**src/hdl/ipdd_pkg.sv**
```systemverilog
package ipdd_pkg;

  localparam int NIB_W      = 4;
  localparam int LANES      = 2;
  localparam int PAIR_W     = LANES * NIB_W;
  localparam int PROD_W     = 2 * NIB_W;
  localparam int PSUM_W     = PROD_W + 1;
  localparam int SUM_W      = 21;
  localparam int SCALE_W    = 32;
  localparam int SPROD_W    = 2 * SCALE_W;
  localparam int PART_W     = SUM_W + SCALE_W;
  localparam int FULL_W     = SUM_W + SPROD_W;
  localparam int FRAC_SHIFT = 16;
  localparam int VAL_W      = 64;
  localparam int IN_DATA_W  = 2 * PAIR_W + 2 * SCALE_W;
  localparam int OUT_RAW_W  = SUM_W + VAL_W;
  localparam int OUT_DATA_W = ((OUT_RAW_W + 7) / 8) * 8;

  typedef logic signed [SUM_W-1:0] sum_t;
  typedef logic signed [VAL_W-1:0] val_t;

  localparam sum_t SUM_MAX = {1'b0, {(SUM_W-1){1'b1}}};
  localparam sum_t SUM_MIN = {1'b1, {(SUM_W-1){1'b0}}};
  localparam val_t VAL_MAX = {1'b0, {(VAL_W-1){1'b1}}};
  localparam val_t VAL_MIN = {1'b1, {(VAL_W-1){1'b0}}};

  // half an output LSB at 32 fractional bits
  localparam logic [FULL_W-1:0] ROUND_HALF = FULL_W'(1) << (FRAC_SHIFT - 1);

  typedef struct packed {
    sum_t               sum;
    logic [SCALE_W-1:0] row_scale;
    logic [SCALE_W-1:0] col_scale;
  } dq_req_t;

  typedef struct packed {
    sum_t sum;
    val_t scaled;
    logic sat;
  } dq_res_t;

endpackage

```
**src/hdl/ipdd_lane.sv**
```systemverilog
module ipdd_lane (
  input  logic [ipdd_pkg::NIB_W-1:0]         act_nib,
  input  logic [ipdd_pkg::NIB_W-1:0]         wgt_nib,
  output logic signed [ipdd_pkg::PROD_W-1:0] prod
);

  logic signed [ipdd_pkg::PROD_W-1:0] act_ext;
  logic signed [ipdd_pkg::PROD_W-1:0] wgt_ext;

  assign act_ext = {{(ipdd_pkg::PROD_W-ipdd_pkg::NIB_W){act_nib[ipdd_pkg::NIB_W-1]}}, act_nib};
  assign wgt_ext = {{(ipdd_pkg::PROD_W-ipdd_pkg::NIB_W){wgt_nib[ipdd_pkg::NIB_W-1]}}, wgt_nib};

  // -8 * -8 = 64 still fits in 8 signed bits
  assign prod = act_ext * wgt_ext;

endmodule

```
**config.mk**
```make
export PLATFORM = sky130hd
export DESIGN_NAME = ipdd_lane
export DESIGN_NICKNAME = d
export VERILOG_FILES = /design/src/hdl/ipdd_pkg.sv /design/src/hdl/ipdd_lane.sv
export SDC_FILE = /design/constraint.sdc
export NUM_CORES = 1
export LEC_CHECK = 0
export BUFFER_PORTS_ARGS = -buffer_cell sky130_fd_sc_hd__buf_2
export CORE_AREA = 10 10 47 49
export DETAILED_ROUTE_END_ITERATION = 10
export DIE_AREA = 0 0 57 59
export PLACE_DENSITY = 0.72
export SYNTH_ARGS = -nofsm -noshare
export SYNTH_HDL_FRONTEND = slang
export SYNTH_SLANG_ARGS = --single-unit
```
**constraint.sdc**
```tcl
create_clock -name vclk -period 6.1
set_clock_uncertainty 0.15 [all_clocks]
set_input_delay 1.22 -clock vclk [all_inputs]
set_output_delay 1.22 -clock vclk [all_outputs]
set_load 0.05 [all_outputs]
```
==> run summary, run 1 <==
Status: finished clean
Crit start category: input port
Final setup fails: 0
Max VDD drop: 0.000175 V
Power density over cell area: 258 mW/mm2
Vias: 412
Min Hold Slack: 2.73 ns
Core ar.: 0.00140 mm2
Number of flip-flops and latches: 0
Rows: 14
I/O pin total: 16
Final core utilization: 47.5%
Setup crit end: prod[7]
Max_cap viols: 0
Final worst path period need: 5.78 ns
WL final: 998 um
Critical path class: input port to output pin
Worst slew pin tran: 0.264 ns
Die ar.: 0.00336 mm2
Clock buf count: 0
Seq/Total Area, Yosys: 0%
DP Area: 666 um2
Syn Nets: 88
Leakage: 0.401 nW
Pre-antenna DRT Iters: 4
Drt drc: 0
CP endpoint kind: output pin
Area growth syn-to-layout: 17.7%
Top cell type's share of synthesized area: 31.9%
Post-route cell area: 666 um2
WL per Instance: 11.0 um
Pin count of the biggest net entering global routing: 5
Diodes inserted: 0
Post-Syn Area: 566 um2
Worst setup path startpoint: act_nib[0]
Mean Syn Cell Area: 9.59 um2
Yosys cell types: 15
Vert. Die Dim: 59 um
Post-synth top area cell: fa_1
RSZ-0062 raised after global routing: no
Top cells by area, synth: fa_1, ha_1, and2_1
Nets@finish: 106
Final RePlAce weighted congestion: 0.723
Vias in the first global route: 444
Final hold vios: 0
Total track usage: 5.88%
Max_slew headroom: 82.5%
Post-CTS Resized: 0
CP required: 4.73 ns
Port buffer count: 16
Initial Util: 40.4%
Tcrit/Tclk final: 94.8%
HP Class: input port to output pin
FF/Latch Area: 0 um2
Overflow after GRT: 0
DRT antenna net count: 0
Die X: 57 um
Iter 0 DRT Violations: 3
Post-synthesis cell count: 59
Crit path arrival time: 4.41 ns
Initial antenna violation count: 0
Highest clock rate: 0.173 GHz
Vias per inst: 4.53
Hold path start: act_nib[0]
Dpl hpwl: 938 um
Setup_tns: 0 ns
Top fanout value on the critical path: 4
Post-CTS Setup Inserts: 0
CTS Hold Buffers Added: 0
First-pass GRT wire length: 1750 um
Synthesis Warnings: 0
Max-slew violation count: 0
Share of post-route cells with drive strength above 1: 24.0%
[layout by cell type (no fill, tap or decap)]
master and n:
a21oi_1 2, xnor2_1 3, ha_1 12, xnor3_1 1, nor2_1 2, nand2b_1 1
fa_1 9, buf_2 16, o21bai_1 1, inv_1 12, xor2_1 1, nand2_2 1
and2_1 9, nand2_1 2, xnor2_2 1, a21o_1 2
[metal layers]
| metal | vias to the layer above | global-route usage, % | routed length [um] |
|---|---|---|---|
| met5 | - | 0 | 0 |
| met4 | 0 | 0 | 0 |
| met3 | 0 | 0.644 | 26 |
| met1 | 193 | 6.81 | 417 |
| li1 | 215 | - | - |
| met2 | 4 | 11.8 | 554 |
[area by class of cell]
class / count / area (um2)
fillers: 138 / 736
multi-input cells: 47 / 520
repair buffers: 16 / 80.1
inverters: 12 / 45.0
well taps: 16 / 20.0
[cell families after synthesis]
family	Yosys count	share of synthesized area [%]
and+or+nand+nor	15	14.8
xor gates and xnor gates	6	13.1
adders and majority gates	21	58.4
buffers and inverters	12	7.96
AOI/OAI and AO/OA	5	5.75
[worst max-delay path, stage by stage]
cell and delay, ns:
buf_2 0.11, nand2b_1 0.16, fa_1 0.57, fa_1 0.45, fa_1 0.51, inv_1 0.04, ha_1 0.22, fa_1 0.40
a21o_1 0.17, a21oi_1 0.16, xnor2_1 0.13, buf_2 0.28
[per-stage QoR]
step                      worst slack, ns  power (mW)  instances
after global placement              0.318       0.173         91
final                               0.317       0.172         91
after global routing                0.165       0.188         91
after floorplan                     0.427       0.145         59
after CTS                           0.283       0.176         91
after detailed placement            0.289       0.175         91
[worst min-delay path by stage]
stage / endpoint / slack [ns] / cells after the start
after global placement: prod[0] / 2.73 / 3
after detailed placement: prod[0] / 2.73 / 3
after floorplan: prod[0] / 2.57 / 1
after CTS: prod[0] / 2.73 / 3
after global routing: prod[0] / 2.75 / 3
final: prod[0] / 2.73 / 3
[cells in the mapped netlist]
cell type	n
ha_1	12
inv_1	12
and2_1	9
fa_1	9
xnor2_1	3
a21o_1	2
a21oi_1	2
nand2_1	2
nor2_1	2
nand2_2	1
nand2b_1	1
o21bai_1	1
xnor2_2	1
xnor3_1	1
xor2_1	1
[where the power goes]
group / switching, mW / internal (mW) / leakage, nW
registers: 0 / 0 / 0
clock network: 0 / 0 / 0
logic: 0.119 / 0.0526 / 0.401
total: 0.119 / 0.0526 / 0.401
No activity file was read; power rests on OpenSTA's default activity.
==> run 2: changes to the inputs <==
- ABC_AREA: default -> 1
- CAP_MARGIN: default -> 20
- CORE_AREA: 10 10 47 49 -> default
- CORE_MARGIN: default -> 10
- CORE_UTILIZATION: default -> 45
- DIE_AREA: 0 0 57 59 -> default
- PLACE_DENSITY: 0.72 -> 0.7
==> run 2 against run 1 <==
Global-route usage increased by 0.97 points. Utilization is 7.9 points higher. Hold slack lost 0.050 ns. Wire length increased by 11%. Combinational power shrank 5%. Critical path depth rose by 4. Maximum frequency down 2.2%. Die area is 4.5% lower. Setup slack lost 0.13 ns. Non-clock buffer count increased by 1. Total power decreased by 4.4%. First-iteration DRC count increased by 130%. Largest cell class unchanged. Highest routed layer unchanged.
==> run summary, run 2 <==
Status: finished clean
Slowest-stage cell, CP: fa_1
Post-CTS Setup Inserts: 0
Post-route cell area: 712 um2
Final setup fails: 0
CTS Hold Buffers Added: 0
Final hold vios: 0
Diodes inserted: 0
Clock buf count: 0
Most common cell after layout, fill and taps aside: inv_1
Mean Syn Cell Area: 6.96 um2
Top fanout value on the critical path: 4
Vias: 548
WL final: 1110 um
Nets@finish: 135
Top cell type's share of synthesized area: 29.8%
Initial antenna violation count: 0
Pre-antenna DRT Iters: 4
Die X: 56.7 um
Vert. Die Dim: 56.7 um
Port buffer count: 16
Yosys cell types: 13
Post-synthesis cell count: 87
CP required: 4.73 ns
Max VDD drop: 0.000109 V
Synthesis Warnings: 0
Critical path's top delay family: adder cells
Critical path class: input port to output pin
Worst slew pin tran: 0.254 ns
CP endpoint kind: output pin
Overflow after GRT: 0
Seq/Total Area, Yosys: 0%
Syn Nets: 116
Max-slew violation count: 0
Total track usage: 6.85%
Crit start category: input port
I/O pin total: 16
Die ar.: 0.00321 mm2
Final RePlAce weighted congestion: 0.758
Area growth syn-to-layout: 17.6%
Max_cap viols: 0
Number of flip-flops and latches: 0
Worst setup path startpoint: act_nib[0]
DP Area: 712 um2
Top post-synthesis cells by count: inv_1, nand2_1, ha_1
Top cells by area, synth: fa_1, ha_1, inv_1
Post-CTS Resized: 0
Crit path largest cell delay: 0.56 ns
Dpl hpwl: 1070 um
Drt drc: 0
Highest clock rate: 0.169 GHz
Core ar.: 0.00128 mm2
WL per Instance: 9.34 um
First-pass GRT wire length: 2010 um
HP Class: input port to output pin
Rows: 13
Share of post-route cells with drive strength above 1: 19.2%
Final worst path period need: 5.92 ns
Tcrit/Tclk final: 97.0%
Crit path arrival time: 4.55 ns
Initial Util: 47.1%
Max_slew headroom: 83.2%
RSZ-0062 raised after global routing: no
Hold path start: act_nib[0]
DRT antenna net count: 0
Setup_tns: 0 ns
Worst-path cell chain: buf_2, or2_2, fa_1, fa_1, fa_1, inv_1, ha_1, fa_1, nand3_1, nand3_1, nand2_1, nand2_1, nand2_1, inv_1, nor2_1, buf_2
Leakage: 0.498 nW
Power density over cell area: 231 mW/mm2
Post-synth top area cell: fa_1
Worst path buffer plus inverter count: 4
Worst path most repeated cell: fa_1
Iter 0 DRT Violations: 7
Vias per inst: 4.61
Leading cell type by number of instances after synthesis: inv_1
Post-Syn Area: 606 um2
Vias in the first global route: 502
Most frequent cells in the layout: inv_1, nand2_1, buf_2, ha_1, fa_1
FF/Latch Area: 0 um2
Pin count of the biggest net entering global routing: 5
-- run 2: cell families (layout without fill, tap and decap cells) --
group	after synthesis	after routing	synth area share (%)
adder cells (fa/ha/maj)	21	21	54.5
XOR/XNOR	2	2	2.89
AND/OR/NAND/NOR	35	35	24.0
buffers and inverters	26	43	16.1
AO/OA/AOI/OAI	3	3	2.48
-- run 2: final timing paths --
| check | cells past startpoint | end | slack (ns) |
|---|---|---|---|
| worst max-delay path | 16 | prod[7] | 0.18 |
| worst min-delay path | 4 | prod[0] | 2.68 |
-- run 2: metrics by stage --
step / std cells / setup slack, ns / hold slack [ns] / util, % / total power [mW]
6_report: 119 / 0.184 / 2.68 / 55.4 / 0.164
2_1_floorplan: 87 / 0.0272 / 2.51 / - / 0.137
3_5_place_dp: 119 / 0.156 / 2.69 / 55.4 / 0.167
5_1_grt: 119 / 0.0241 / 2.71 / 55.4 / 0.182
4_1_cts: 119 / 0.150 / 2.69 / 55.4 / 0.167
3_3_place_gp: 119 / 0.204 / 2.69 / 55.4 / 0.163
-- run 2: area by class of cell --
| cell class | instances | area (um2) |
|---|---|---|
| inverters | 26 | 97.6 |
| multi-input cells | 61 | 508 |
| well taps | 15 | 18.8 |
| repair buffers | 17 | 87.6 |
| fillers | 136 | 573 |
-- run 2: power breakdown --
group / total, mW / switching (mW) / leakage, nW / internal, mW
registers: 0 / 0 / 0 / 0
logic: 0.164 / 0.119 / 0.498 / 0.0454
clock network: 0 / 0 / 0 / 0
-- run 2: per-layer routing --
metal  up-vias  global-route usage [%]  wire, um
met5         -                       0         0
met4         0                       0         0
met3         0                   0.449        47
met2        10                    12.5       568
met1       247                    8.84       496
li1        291                       -         -
==> run 3: changes to the inputs <==
==> constraint.sdc (replaced) <==
create_clock -name vclk -period 6.1
set_clock_uncertainty 0.15 [all_clocks]
set_input_delay 1.22 -clock vclk [all_inputs]
set_output_delay 1.22 -clock vclk [all_outputs]
set_load 0.01 [all_outputs]
==> run 3 against run 2 <==
Wire length rose by 1.3%. Die area did not move. First-iteration DRC count fell by 57%. Utilization fell by 0.58 points. Design area fell by 1.1%. Combinational power fell by 37%. Maximum frequency rose by 1.7%. Critical path type unchanged. Largest power group unchanged.
==> run summary, run 3 (synthesized netlist as in run 2, its figures left out) <==
Status: finished clean
I/O pin total: 16
Slowest-stage cell, CP: fa_1
Nets@finish: 134
Max_slew headroom: 88.2%
Core ar.: 0.00128 mm2
Max-slew violation count: 0
Setup_tns: 0 ns
Worst slew pin tran: 0.175 ns
Most common cell after layout, fill and taps aside: inv_1
Final hold vios: 0
Pin count of the biggest net entering global routing: 6
Highest clock rate: 0.172 GHz
HP Class: input port to output pin
Vert. Die Dim: 56.7 um
DRT antenna net count: 0
Share of post-route cells with drive strength above 1: 18.4%
Dpl cells: 118
Crit start category: input port
DP Area: 704 um2
Post-CTS Setup Inserts: 0
Die X: 56.7 um
CTS Hold Buffers Added: 0
Post-CTS Resized: 0
Worst path buffer plus inverter count: 5
Rows: 13
Total track usage: 7.22%
Post-route cell area: 704 um2
Diodes inserted: 0
First-pass GRT wire length: 2110 um
Final RePlAce weighted congestion: 0.744
Final setup fails: 0
Critical path's top delay family: adder cells
WL final: 1130 um
Iter 0 DRT Violations: 3
Area growth syn-to-layout: 16.3%
Drt drc: 0
Number of flip-flops and latches: 0
Crit path largest cell delay: 0.56 ns
Most frequent cells in the layout: inv_1, nand2_1, buf_2, ha_1, fa_1
Port buffer count: 16
Vias in the first global route: 532
Worst path most repeated cell: fa_1
Final worst path period need: 5.81 ns
FF/Latch Area: 0 um2
Initial Util: 47.1%
WL per Instance: 9.54 um
RSZ-0062 raised after global routing: no
Initial antenna violation count: 0
Critical path class: input port to output pin
CP endpoint kind: output pin
Die ar.: 0.00321 mm2
Dpl hpwl: 1090 um
Max VDD drop: 0.0000733 V
Power density over cell area: 148 mW/mm2
Worst-path cell chain: buf_2, inv_1, or2_2, fa_1, fa_1, fa_1, inv_1, ha_1, fa_1, nand3_1, nand3_1, nand2_1, nand2_1, nand2_1, inv_1, nor2_1, buf_2
Vias: 535
Max_cap viols: 0
Leakage: 0.493 nW
Tcrit/Tclk final: 95.3%
CP required: 4.73 ns
Overflow after GRT: 0
Final core utilization: 54.8%
Layout Cells excl Fill: 118
Vias per inst: 4.53
Crit path arrival time: 4.44 ns
Top fanout value on the critical path: 5
Pre-antenna DRT Iters: 3
Clock buf count: 0
run 3: worst paths after layout:
check             startpoint      end  cells after the start  slack [ns]
setup / recovery  wgt_nib[3]  prod[7]                     17        0.29
hold / removal    act_nib[0]  prod[0]                      4        2.62
run 3: power breakdown:
group | switching (mW) | internal, mW | total [mW] | leakage, nW
clock | 0 | 0 | 0 | 0
combinational | 0.0596 | 0.0447 | 0.104 | 0.493
sequential | 0 | 0 | 0 | 0
total | 0.0596 | 0.0447 | 0.104 | 0.493
run 3: final cells by class:
class	instances	area (um2)
Inverter	26	97.6
Fill cell	135	581
Multi-Input combinational cell	61	508
Timing Repair Buffer	16	80.1
Tap cell	15	18.8
run 3: worst min-delay path, delay by kind of cell:
family                 cells  cell delay [ns]
buffers and inverters      3             0.27
and+or+nand+nor            1             0.05
run 3: per-layer routing:
metal / global-route usage, % / share of wire, % / vias to the layer above
li1: - / - / 288
met1: 8.24 / 42 / 241
met2: 14.4 / 54 / 6
met3: 0.674 / 4.2 / 0
met4: 0 / 0 / 0
met5: 0 / 0 / -
run 3: stage by stage:
step                hold slack, ns  power, mW  setup slack [ns]
global placement              2.61      0.104             0.320
finish                        2.62      0.104             0.286
global route                  2.67      0.123             0.136
floorplan                     2.38     0.0753             0.516
CTS                           2.62      0.108             0.269
detailed placement            2.61      0.107             0.270
